File: src/cbt_pkg.sv
// Shared types and constants for the circuit breaker table.
package cbt_pkg;

  localparam int FUNC_W          = 2;
  localparam int IDX_W           = 4;
  localparam int COUNT_W         = 8;
  localparam int TIME_W          = 32;
  localparam int LIMIT_W         = 8;
  localparam int WAIT_W          = 24;
  localparam int CFG_DATA_W      = 24;
  localparam int CFG_IDX_W       = 1;
  localparam int DEF_SERVER_COUNT = 16;

  localparam logic [LIMIT_W-1:0] LIMIT_RESET = LIMIT_W'(5);
  localparam logic [WAIT_W-1:0]  WAIT_RESET  = WAIT_W'(30000);
  localparam logic [COUNT_W-1:0] COUNT_MAX   = '1;

  typedef enum logic [FUNC_W-1:0] {
    FUNC_REQUEST = 2'd0,
    FUNC_SUCCESS = 2'd1,
    FUNC_FAILURE = 2'd2,
    FUNC_TICK    = 2'd3
  } cbt_func_t;

  typedef enum logic [CFG_IDX_W-1:0] {
    REG_FAILURE_LIMIT = 1'b0,
    REG_RECOVERY_WAIT = 1'b1
  } cbt_reg_t;

  typedef struct packed {
    logic               open;
    logic               probe;
    logic [COUNT_W-1:0] count;
    logic [TIME_W-1:0]  opened;
  } cbt_entry_t;

endpackage

File: src/cbt_update.sv
// Next-state logic for one breaker entry and the request decision.
module cbt_update (
  input  cbt_pkg::cbt_func_t               func,
  input  cbt_pkg::cbt_entry_t              cur,
  input  logic [cbt_pkg::TIME_W-1:0]       now_ms,
  input  logic [cbt_pkg::LIMIT_W-1:0]      failure_limit,
  input  logic [cbt_pkg::WAIT_W-1:0]       recovery_wait_ms,
  output cbt_pkg::cbt_entry_t              nxt,
  output logic                             allowed
);
  import cbt_pkg::*;

  logic [TIME_W-1:0]  elapsed;
  logic               waited;
  logic [COUNT_W-1:0] count_inc;
  logic [LIMIT_W-1:0] limit_eff;

  // Elapsed time wraps with the timer, so a plain modular subtract is right.
  assign elapsed   = now_ms - cur.opened;
  assign waited    = elapsed >= {{(TIME_W-WAIT_W){1'b0}}, recovery_wait_ms};
  assign count_inc = (cur.count == COUNT_MAX) ? COUNT_MAX : cur.count + COUNT_W'(1);
  assign limit_eff = (failure_limit == '0) ? LIMIT_W'(1) : failure_limit;

  always_comb begin
    nxt     = cur;
    allowed = 1'b0;
    unique case (func)
      FUNC_REQUEST: begin
        if (!cur.open) begin
          allowed = 1'b1;
        end else if (waited && !cur.probe) begin
          nxt.probe = 1'b1;
          allowed   = 1'b1;
        end
      end
      FUNC_SUCCESS: begin
        nxt.open  = 1'b0;
        nxt.probe = 1'b0;
        nxt.count = '0;
      end
      FUNC_FAILURE: begin
        nxt.probe = 1'b0;
        nxt.count = count_inc;
        if (count_inc >= limit_eff) begin
          nxt.open   = 1'b1;
          nxt.opened = now_ms;
        end
      end
      default: begin
        nxt = cur;
      end
    endcase
  end

endmodule

File: src/circuit_breaker_table.sv
// Top level of the circuit breaker table: request pipeline, entry table and timer.
//
// Usage: each request on the input channel carries a function code and a server
// index. A query asks whether a call to that server may proceed; success and
// failure reports update the server's breaker entry; a tick advances the
// millisecond timer. Every request produces exactly one result on the output
// channel with the allow decision and the entry's state after the update.
// Both channels use valid/stall; a request moves when valid is high and stall
// is low. The request is captured in an input register and the entry update
// is done on the way into the result register. Throughput is one request per
// cycle while the receiver does not stall, set by the single read-modify-write
// of the addressed entry between the two registers. When the receiver stalls,
// the result register holds and the input register still takes one more
// request before in_stall rises. A synchronous active-low reset clears all
// entries, the timer and the valid bits of both pipeline registers and restores
// the configuration defaults. The user writes configuration through
// cfg_wr_en/cfg_index/cfg_wdata only while idle; the block does not enforce it.
module circuit_breaker_table #(
  parameter int SERVER_COUNT = cbt_pkg::DEF_SERVER_COUNT
) (
  input  logic                               clk,
  input  logic                               rst_n,
  // Configuration write port.
  input  logic                               cfg_wr_en,
  input  logic [cbt_pkg::CFG_IDX_W-1:0]      cfg_index,
  input  logic [cbt_pkg::CFG_DATA_W-1:0]     cfg_wdata,
  // Request channel.
  input  logic                               in_valid,
  output logic                               in_stall,
  input  logic [cbt_pkg::FUNC_W-1:0]         in_func,
  input  logic [cbt_pkg::IDX_W-1:0]          in_server_index,
  // Result channel.
  output logic                               out_valid,
  input  logic                               out_stall,
  output logic                               out_allowed,
  output logic                               out_circuit_open,
  output logic                               out_probe_pending,
  output logic [cbt_pkg::COUNT_W-1:0]        out_failure_count
);
  import cbt_pkg::*;

  // The index field can only reach the first 2**IDX_W entries, so the table
  // never holds more than that even for a larger server count.
  localparam int ENTRIES = (SERVER_COUNT < (1 << IDX_W)) ? SERVER_COUNT : (1 << IDX_W);
  localparam int EW      = (ENTRIES > 1) ? $clog2(ENTRIES) : 1;
  localparam logic [IDX_W:0] ENTRIES_V = (IDX_W+1)'(ENTRIES);

  // Configuration registers.
  logic [LIMIT_W-1:0] failure_limit_r;
  logic [WAIT_W-1:0]  recovery_wait_r;

  // Breaker state.
  cbt_entry_t         tbl_r [ENTRIES];
  logic [TIME_W-1:0]  now_r;

  // Input register.
  logic               s1_valid_r;
  logic [FUNC_W-1:0]  s1_func_r;
  logic [IDX_W-1:0]   s1_idx_r;

  // Result register.
  logic               out_valid_r;
  logic               out_allowed_r;
  logic               out_open_r;
  logic               out_probe_r;
  logic [COUNT_W-1:0] out_count_r;

  logic               advance;
  logic               in_accept;
  cbt_func_t          s1_func;
  logic               in_range;
  logic               is_tick;
  logic               touches_entry;
  logic [EW-1:0]      entry_sel;
  cbt_entry_t         cur_entry;
  cbt_entry_t         nxt_entry;
  logic               upd_allowed;

  // The input register empties whenever the result register is free or drains.
  assign advance   = s1_valid_r && (!out_valid_r || !out_stall);
  assign in_stall  = s1_valid_r && !advance;
  assign in_accept = in_valid && !in_stall;

  assign s1_func       = cbt_func_t'(s1_func_r);
  assign is_tick       = (s1_func == FUNC_TICK);
  assign in_range      = {1'b0, s1_idx_r} < ENTRIES_V;
  assign touches_entry = !is_tick && in_range;
  // Out-of-range indexes are steered to entry zero; their update is discarded.
  assign entry_sel     = in_range ? s1_idx_r[EW-1:0] : '0;
  assign cur_entry     = tbl_r[entry_sel];

  cbt_update u_update (
    .func             (s1_func),
    .cur              (cur_entry),
    .now_ms           (now_r),
    .failure_limit    (failure_limit_r),
    .recovery_wait_ms (recovery_wait_r),
    .nxt              (nxt_entry),
    .allowed          (upd_allowed)
  );

  always_ff @(posedge clk) begin
    if (!rst_n) begin
      failure_limit_r <= LIMIT_RESET;
      recovery_wait_r <= WAIT_RESET;
    end else if (cfg_wr_en) begin
      unique case (cbt_reg_t'(cfg_index))
        REG_FAILURE_LIMIT: failure_limit_r <= cfg_wdata[LIMIT_W-1:0];
        REG_RECOVERY_WAIT: recovery_wait_r <= cfg_wdata[WAIT_W-1:0];
        default:           failure_limit_r <= failure_limit_r;
      endcase
    end
  end

  always_ff @(posedge clk) begin
    if (!rst_n) begin
      s1_valid_r <= 1'b0;
    end else if (in_accept) begin
      s1_valid_r <= 1'b1;
    end else if (advance) begin
      s1_valid_r <= 1'b0;
    end
  end

  always_ff @(posedge clk) begin
    if (in_accept) begin
      s1_func_r <= in_func;
      s1_idx_r  <= in_server_index;
    end
  end

  // State update happens as the request moves into the result register.
  always_ff @(posedge clk) begin
    if (!rst_n) begin
      for (int i = 0; i < ENTRIES; i++) begin
        tbl_r[i] <= '0;
      end
      now_r <= '0;
    end else if (advance) begin
      if (is_tick) begin
        now_r <= now_r + TIME_W'(1);
      end else if (in_range) begin
        tbl_r[entry_sel] <= nxt_entry;
      end
    end
  end

  always_ff @(posedge clk) begin
    if (!rst_n) begin
      out_valid_r <= 1'b0;
    end else if (advance) begin
      out_valid_r <= 1'b1;
    end else if (!out_stall) begin
      out_valid_r <= 1'b0;
    end
  end

  // Ticks and out-of-range requests report all fields as zero.
  always_ff @(posedge clk) begin
    if (advance) begin
      out_allowed_r <= touches_entry && upd_allowed;
      out_open_r    <= touches_entry && nxt_entry.open;
      out_probe_r   <= touches_entry && nxt_entry.probe;
      out_count_r   <= touches_entry ? nxt_entry.count : '0;
    end
  end

  assign out_valid         = out_valid_r;
  assign out_allowed       = out_allowed_r;
  assign out_circuit_open  = out_open_r;
  assign out_probe_pending = out_probe_r;
  assign out_failure_count = out_count_r;

  // A probe can only be outstanding on an open circuit.
  assert property (@(posedge clk) disable iff (!rst_n)
    out_valid_r && out_probe_r |-> out_open_r)
    else $error("probe pending on a closed circuit");

  // Letting a request through an open circuit must mark the probe.
  assert property (@(posedge clk) disable iff (!rst_n)
    out_valid_r && out_allowed_r && out_open_r |-> out_probe_r)
    else $error("open circuit allowed a request without a probe");

  // A circuit opens only after at least one counted failure.
  assert property (@(posedge clk) disable iff (!rst_n)
    out_valid_r && out_open_r |-> (out_count_r != '0))
    else $error("open circuit with zero failure count");

  // An empty input register never pushes back on the sender.
  assert property (@(posedge clk) disable iff (!rst_n)
    !s1_valid_r |-> !in_stall)
    else $error("stall raised with an empty input register");

endmodule
File: config.mk
export PLATFORM = sky130hd
export DESIGN_NAME = circuit_breaker_table
export DESIGN_NICKNAME = d
export VERILOG_FILES = /design/src/cbt_pkg.sv /design/src/cbt_update.sv /design/src/circuit_breaker_table.sv
export SDC_FILE = /design/constraint.sdc
export NUM_CORES = 1
export LEC_CHECK = 0
export BUFFER_PORTS_ARGS = -buffer_cell sky130_fd_sc_hd__buf_2
export CAP_MARGIN = 20
export CORE_MARGIN = 2
export CORE_UTILIZATION = 35
export CTS_BUF_LIST = sky130_fd_sc_hd__clkbuf_8
export DETAILED_ROUTE_END_ITERATION = 12
export GPL_TIMING_DRIVEN = 1
export PLACE_DENSITY = 0.58
export SLEW_MARGIN = 40
export SYNTH_ARGS = -nofsm -noshare
export SYNTH_HDL_FRONTEND = slang
export SYNTH_HIERARCHICAL = 1
export SYNTH_SLANG_ARGS = --single-unit
File: constraint.sdc
create_clock -name clk -period 5.56 [get_ports clk]
set_input_delay 0 -clock clk [delete_from_list [all_inputs] [get_ports clk]]
set_output_delay 0 -clock clk [all_outputs]
set_load 0.01 [all_outputs]
# Yosys cells after proc, flatten, opt, wreduce, memory -nomap -nowiden
# Memory sizes are Yosys's and may differ from the RTL's. A register that Yosys moved wholly into a read port is not among the register bits.
# Cells that the tools add are included.
[totals]
register_bits = 83
ram_bits = 672
out_inout_bits = 13
wordCells = 71
memories = 1
[mem_list]
columns = ["memory", "depth", "word_bits", "read_ports", "rd_clocked_by_memory_dff", "wr", "line_no", "text"]
rows = [
  ["tbl_r", 16, 42, 1, 1, 16, "circuit_breaker_table.sv:53", "cbt_entry_t tbl_r [ENTRIES];"],
]
[op_classes]
add_sub_neg = 3
magnitude_cmp = 2
n_eq_ne = 5
mux = 26
bitwise = 1
reduce_logical = 22
[ops]
columns = ["operator", "n"]
rows = [
  ["2-to-1 mux 32 bit", 2],
  ["2-to-1 mux 42 bit", 1],
  ["OR reduction 42 bit", 1],
  ["adder 32 x 1 -> 32 bit, second input constant", 1],
  ["greater-or-equal comparator 32 x 24 -> 1 bit", 1],
  ["subtractor 32 bit", 1],
  ["2-to-1 mux 1 bit", 16],
  ["2-to-1 mux 8 bit", 2],
  ["case mux 8 bit (2 select lines)", 1],
  ["adder 8 x 1 -> 8 bit, second input constant", 1],
  ["equality test 8 bit, second input constant", 1],
  ["greater-or-equal comparator 8 bit", 1],
  ["logical NOT 8 bit", 1],
  ["2-to-1 mux 4 bit", 2],
  ["logical AND 1 bit", 7],
  ["logical NOT 1 bit", 6],
  ["AND reduction 2 bit", 3],
  ["equality test 2 bit, second input constant", 2],
  ["case mux 1 bit (2 select lines)", 2],
  ["equality test 2 x 1 -> 1 bit, second input constant", 1],
  ["logical NOT 2 bit", 1],
  ["inequality test 2 x 1 -> 1 bit, second input constant", 1],
  ["nonzero test 2 bit", 1],
  ["OR reduction 2 bit", 1],
  ["2 further kinds", 2],
]

# Depth between registers and ports, before layout
# Gate-level depths: netlist (run 1).
[logic_depth]
depth_word = 8
mapped_depth = 26
ltp_nobuf = 22

# Cells and area by module
# Netlist (run 1), hierarchy kept.
[modules_own_cells]
columns = ["mod", "instances", "cells_per_inst", "area_per_inst_um2", "seq_area_each_um2"]
rows = [
  ["circuit_breaker_table", 1, 2129, 33418.3, 22091.2],
  ["cbt_update", 1, 489, 3462.1, 0.0],
]

# Worst setup path after synthesis (run 1)
# OpenSTA, ideal clock, no wires.
[synth_path]
path_kind = "register to register"
startpoint = "register with a tool-made name"
endpoint = "memory tbl_r[1][40] (netlist name) (data pin)"
setup_ps = 255
arrival_time_ps = 5554
required_time_ps = 5305
path_slack_ps = -248
stages_incl_launch_ff = 25
n_path_buf = 3
synth_period_minus_slack_ps = 5808
path_cell_list = "dfxtp_1 -> clkbuf_1 -> clkbuf_1 -> mux4_2 -> mux4_2 -> inv_1 -> ha_1 -> a21o_1 -> a311o_1 -> a22oi_1 -> nand2_1 -> nand3_1 -> nand2_1 -> a21oi_1 -> xnor2_1 -> ha_1 -> a21o_1 -> a21o_1 -> a221oi_1 -> o221ai_1 -> a2111oi_2 -> nor4b_2 -> a31oi_1 -> clkbuf_1 -> and2_1"
[synth_lines]
columns = ["item", "line_no"]
rows = [
  ["end, declared", "circuit_breaker_table.sv:53"],
]

==> results of run 1 <==
per-stage QoR:
stage	setup TNS, ps	hold WS, ps	cells	power, W	worst slack, ps
after detailed placement	-117130	196.3	4069	0.008551	-434.6
after CTS	-3568	77.72	4455	0.01355	-218.4
after floorplan	0	98.87	2618	0.007751	0.7048
after global routing	-13150	159.2	4484	0.01411	-507.1
final	-3560	155.7	4485	0.01364	-215.5
after global placement	-85010	201.0	4057	0.008490	-337.8
timing repair:
action / in CTS / in global routing
endpoints found under the setup margin: 530 / 530
pin swaps: 11 / 7
cloned: 9 / 14
hold buffers: 116 / 0
gates resized for setup: 102 / 122
setup buffers: 24 / 13
endpoints found under the hold margin: 66 / 0
power groups by stage:
stage / clock (W) / sequential [W] / combinational (W)
2_1_floorplan: 0 / 0.00659 / 0.00116
3_3_place_gp: 0 / 0.00660 / 0.00189
3_5_place_dp: 0 / 0.00661 / 0.00194
4_1_cts: 0.00490 / 0.00649 / 0.00215
5_1_grt: 0.00513 / 0.00651 / 0.00247
6_report: 0.00482 / 0.00649 / 0.00232
cells by family after synthesis:
kind of cell,Yosys count,synth area share (%)
flip-flops,759,59.90
adder cells (fa/ha/maj),69,2.361
multiplexers,252,14.09
AND/OR/NAND/NOR,1013,16.16
XOR/XNOR,38,0.9024
AO/OA/AOI/OAI,219,3.749
buffers and inverters,268,2.843
critical path, stage by stage (launching register included):
cell and delay [ps]:
dfxtp_4 420, buf_12 140, buf_16 170, buf_16 150, buf_4 140, mux4_2 500, mux4_2 580, inv_2 120
ha_4 150, nand4_1 150, or3_4 440, o21bai_1 190, nor4b_4 150, xnor2_1 200, ha_1 290, nand4_1 110
nor2_1 70, a221oi_2 230, o221ai_1 160, a2111oi_2 230, nor4b_4 350, a31oi_4 200, buf_6 190, and2_4 130
cell type report:
cell class / count / area (um^2)
Fill cell: 9402 / 59530
Sequential cell: 759 / 22100
Multi-Input combinational cell: 1601 / 14740
Timing Repair Buffer: 413 / 4101
Clock buffer: 137 / 1886
Tap cell: 1391 / 1740
Clock inverter: 100 / 540.5
Inverter: 81 / 311.5
Antenna cell: 3 / 7.507
cell usage after synthesis, types with 3 or more instances:
library cell  number  area [um^2]
nand2b_1          19        118.9
xor2_1            13        113.9
dfxtp_1           70         1401
xnor2_1           25        219.0
or4_1             17        127.6
and2_1           688         4304
nand2_1          116        435.4
a31oi_1            4        25.02
edfxtp_1         689        20690
a211oi_1           4        30.03
ha_1              68        850.8
or3_1              8        50.05
mux2_1            30        337.8
o31ai_1           15        112.6
nor2_1            46        172.7
nand4_1           29        181.4
or2_2              4        25.02
buf_2             19        95.09
nor4_1             9        56.30
buf_1              4        15.01
and3_1             5        31.28
o21ai_1            3        15.01
nor3_1            15        75.07
nand3_1           32        160.2
inv_1             79        296.5
mux2_2             6        67.56
mux4_2           210         4730
o21bai_1           4        30.03
o21a_1             8        60.06
o221ai_1           3        26.28
a22o_1             7        61.31
mux2i_1            6        60.06
a21o_1            20        150.1
a21oi_1           94        470.5
nor2b_1            8        50.05
and4_1             5        43.79
clkbuf_1         161        604.3
o21ai_0           32        160.2
o22ai_1            3        18.77
sequential cells by signal (all words and copies together), names as in the netlist, named ones only:
| signal | flops |
|---|---|
| entry_sel | 4 |
| tbl_r | 672 |
| out_failure_count | 8 |
| s1_func | 2 |
| out_circuit_open | 1 |
| recovery_wait_r | 24 |
| s1_valid_r | 1 |
| out_valid | 1 |
| failure_limit_r | 8 |
| out_allowed | 1 |
| now_r | 32 |
| out_probe_pending | 1 |
layer usage:
layer / GRT usage (%) / part of all wire (%)
met1: 29.88 / 42
met2: 33.81 / 47
met3: 4.468 / 9.1
met4: 6.174 / 2.2
met5: 0 / 0
cells in the final DEF, fill, tap and decap left out, types with 10 or more instances in the layout:
master,Yosys,routed
edfxtp_1,689,689
and2_1,688,630
mux4_2,210,210
buf_4,1,180
clkbuf_8,0,137
dlygate4sd3_1,0,116
nand2_1,116,114
inv_1,79,114
a21oi_1,94,82
dfxtp_1,70,66
and2_4,0,58
ha_1,68,54
buf_2,19,48
nor2_1,46,34
nand3_1,32,29
nand4_1,29,29
clkinv_1,1,28
mux2_2,6,26
xnor2_1,25,25
buf_12,0,24
o21ai_0,32,20
mux2_4,0,20
a21o_1,20,20
or4_1,17,17
o31ai_1,15,15
buf_16,0,15
buf_6,2,14
xor2_1,13,13
ha_4,0,13
nor2_4,0,12
a21oi_2,1,12
buf_8,0,11
clkinv_2,0,10
final timing paths:
check	from	to	slack [ps]	cells after the start
worst min-delay path	cfg_index	failure_limit_r[3]	160	5
worst max register to register	register	tbl_r[8][40]	-220	23
worst max-delay path	register	tbl_r[8][40]	-220	23
worst min register to register	failure_limit_r[1]	failure_limit_r[1]	480	2
==> metrics.yaml, run 1 <==
clock_tree:
  h-tree-depth: 4
  cts_num_sinks: 759
  cts_tree: "built"
  cts_root_buffer: "clkbuf_8"
  cts_buffers: 134
  worstSkewPairLatency_ps: 850
  clk_path_buf_depth: 3
  clk_pin_slew_worst_paths_ps: 60
synthesis:
  synthArstFlopShare_pct: 0
  ys_seq_elements: 759
  synth_edf_count: 689
  syn_avg_cell_area_um2: 14.09
  synth_nets: 2723
  netlist_area_um2: 36880
  yosys_warnings: 6
  yosysUniqueCellTypes: 72
  synth-seq-area-share_pct: 59.90
  netlist_instances: 2618
  ys.flop_type: "edfxtp_1"
global_routing:
  grt_pass1_vias: 25282
  grt_pass1_wl_um: 168000
  overflow: 0
  antenna_found_initial: 12
  grt_max_degree: 54
  grt_use_total_pct: 21.43
setup_path:
  arrival_ps: 6320
  required_ps: 6110
  critPathKind: "register to register"
  crit_path_end_kind: "register"
  startpoint_type: "register"
  cp_max_fo: 8
die:
  die-height_um: 328.6
  initial_core_util_pct: 35.13
  coreArea_um2: 105000
  pin_count: 49
  fp.dieW_um: 328.6
  row_count: 119
  die_area_um2: 108000
routing:
  drc: 0
  vias_per_cell: 5.462
  ant_nets: 0
  drtIter0Drc: 2903
  drtPass1Iterations: 7
  wl_um: 116900
  wl_per_cell_um: 26.07
  vias: 24498
outcome:
  status: "finished with violations"
  violations: "setup timing"
layout:
  syn2layout_area_growth_pct: 23.20
  fin_area_um2: 45430
  nets: 3095
  drive_gt1_share_pct: 28.79
  final_util_pct: 43.28
sta:
  max_freq_mhz: 173.1
  drv_slew: 0
  slew_headroom_pct: 41.15
  rsz0062_at_grt: "true"
  fin_ws_ps: -215.5
  fin_crit_ps: 5775
  worst_pin_slew_ps: 882.7
  setup_viol: 18
  skew_ps: 69.14
  fin_crit_sh_pct: 103.9
  hold_viol: 0
pwr:
  p_sw_share_pct: 28.06
  p_int_w: 0.009814
  power_frac_comb_pct: 17.0
  p_leak_nw: 17.08
  worst_ir_drop_vdd_mv: 0.2184
  p_seq_share_pct: 47.6
  p_sw_w: 0.003828
  power_density_nw_per_um2: 300.2
  clockPowerShare_pct: 35.4
placed_design:
  place_hpwl_um: 68750
  io_buffers: 48
  placed_cell_area_um2: 40290
  gp_congestion: 0.8743
run:
  maxCapViolCount: 0
min_path:
  hp-class: "input pin to register"
(Power assumes the default switching activity.)
==> inputs of run 2 (changes only) <==
- BUFFER_PORTS_ARGS: -buffer_cell sky130_fd_sc_hd__buf_2 -> default
- DONT_BUFFER_PORTS: default -> 1
==> run 2 against run 1 <==
Net effect: the run still ends with setup timing left; sequential share of layout area rose by 1.1 points; core utilization fell by 0.96 points; clock skew fell by 23 ps; critical path type unchanged; final cell count fell by 1.7%.
==> metrics.yaml, run 2 (synthesized netlist as in run 1, its figures left out) <==
outcome:
  status: "finished with violations"
  violations: "setup timing"
routing:
  ant_nets: 0
  vias_per_cell: 5.430
  drtIter0Drc: 2641
  wl_um: 114400
  wl_per_cell_um: 25.94
  drtPass1Iterations: 5
  drc: 0
  vias: 23937
setup_path:
  cpPeakStageDelay_ps: 610
  cp_num_buf_inv: 8
  startpoint_type: "register"
  rr_worst_depth: 25
  r2r-end: "tbl_r[4][40]"
  r2r_setup_slack_ps: -240
  path_common_cell: "buf_12"
  critical-path-slowest-cell: "mux4_2"
  required_ps: 6220
  crit_path_end_kind: "register"
  critPathKind: "register to register"
  arrival_ps: 6450
  cpLargestDelayFamily: "simple AND/OR/NAND/NOR gates"
  cp_max_fo: 8
pwr:
  worst_ir_drop_vdd_mv: 0.1526
  power_density_nw_per_um2: 307.2
  p_leak_nw: 16.60
sta:
  worst_pin_slew_ps: 902.0
  hold_viol: 0
  setup_viol: 26
  slew_headroom_pct: 39.31
  whs_ps: 212.6
  fin_ws_ps: -236.5
  setup_tns_ps: -4003
  fin_crit_ps: 5797
  max_freq_mhz: 172.5
  skew_ps: 46.32
  rsz0062_at_grt: "true"
  fin_crit_sh_pct: 104.3
  drv_slew: 0
placed_design:
  dp_slack_ps: -644.7
  place_hpwl_um: 68240
  io_buffers: 0
  gp_congestion: 0.8856
  dp_cells: 4034
global_routing:
  grt_pass1_vias: 24916
  grt_use_total_pct: 21.31
  grt_pass1_wl_um: 166300
  overflow: 0
  antenna_found_initial: 9
  grt_max_degree: 45
layout:
  mostFrequentLayoutCells: "edfxtp_1, and2_1, mux4_2"
  instances_no_fill: 4408
  largest_register_ff_count: 672
  drive_gt1_share_pct: 25.12
  largest-register: "tbl_r"
  final_common_cell: "edfxtp_1"
  syn2layout_area_growth_pct: 20.46
  nets: 3014
  reg_top3: "tbl_r x672, now_r x32, recovery_wait_r x24"
  final_util_pct: 42.32
min_path:
  min_to: "recovery_wait_r[0]"
  worstHoldPathCells: 4
  worstHoldStart: "cfg_index"
  hp-class: "input pin to register"
clock_tree:
  cts_tree: "built"
  cts_buffers: 135
  worstSkewPairLatency_ps: 830
  cts_num_sinks: 759
  clk_pin_slew_worst_paths_ps: 50
  h-tree-depth: 4
  cts_root_buffer: "clkbuf_8"
  clk_path_buf_depth: 3
die:
  die-height_um: 328.6
  initial_core_util_pct: 35.13
  coreArea_um2: 105000
  row_count: 119
  die_area_um2: 108000
  pin_count: 49
  fp.dieW_um: 328.6
run:
  maxCapViolCount: 0
-- run 2: worst max-delay path by stage --
stage | from | endpoint | depth (start not counted)
global placement | register | out_probe_pending | 23
floorplan | register | tbl_r[1][40] | 25
global route | register | tbl_r[3][40] | 24
CTS | register | out_probe_pending | 25
detailed placement | register | tbl_r[15][40] | 23
finish | register | tbl_r[4][40] | 25
-- run 2: metal layers --
layer | wire length [um] | global-route usage, % | part of all wire (%) | vias to the layer above
met5 | 25 | 0 | 0.022 | -
met4 | 3602 | 7.753 | 3.1 | 4
met3 | 10110 | 4.722 | 8.8 | 241
met2 | 52210 | 32.98 | 46 | 1125
met1 | 48420 | 29.44 | 42 | 12309
li1 | - | - | - | 10258
-- run 2: final cells by class --
| cell class | instances | area (um^2) |
|---|---|---|
| Timing Repair Buffer | 341 | 3358 |
| Clock inverter | 93 | 545.5 |
| Sequential cell | 759 | 22100 |
| Inverter | 81 | 306.5 |
| Clock buffer | 145 | 1996 |
| Tap cell | 1391 | 1740 |
| Antenna cell | 7 | 17.52 |
| Fill cell | 9413 | 60540 |
| Multi-Input combinational cell | 1591 | 14360 |
-- run 2: repair_timing --
item                                   4_1_cts  5_1_grt
hold buffers                               104        0
endpoints found under the hold margin      629        0
pin swaps                                   21       11
setup endpoints to repair                  530      547
cloned                                       2        1
gates resized for setup                     71       47
buffers inserted                            16        6
-- run 2: worst min-delay path: stages --
cell	delay (ps)
and2_1	250
nand2_1	130
a21oi_1	50
dlygate4sd3_1	550
-- run 2: report_power, final --
part           leakage (nW)  internal (W)  total, W  switching [W]
logic                  7.46      0.000923   0.00215        0.00122
clock network          1.47       0.00260   0.00500        0.00239
registers              7.68       0.00642   0.00650      0.0000867
-- run 2: stage by stage --
step	total power, W	area, um^2
floorplan	0.007751	36940
global placement	0.008472	39920
detailed placement	0.008530	40100
CTS	0.01365	44130
global route	0.01414	44410
finish	0.01365	44430
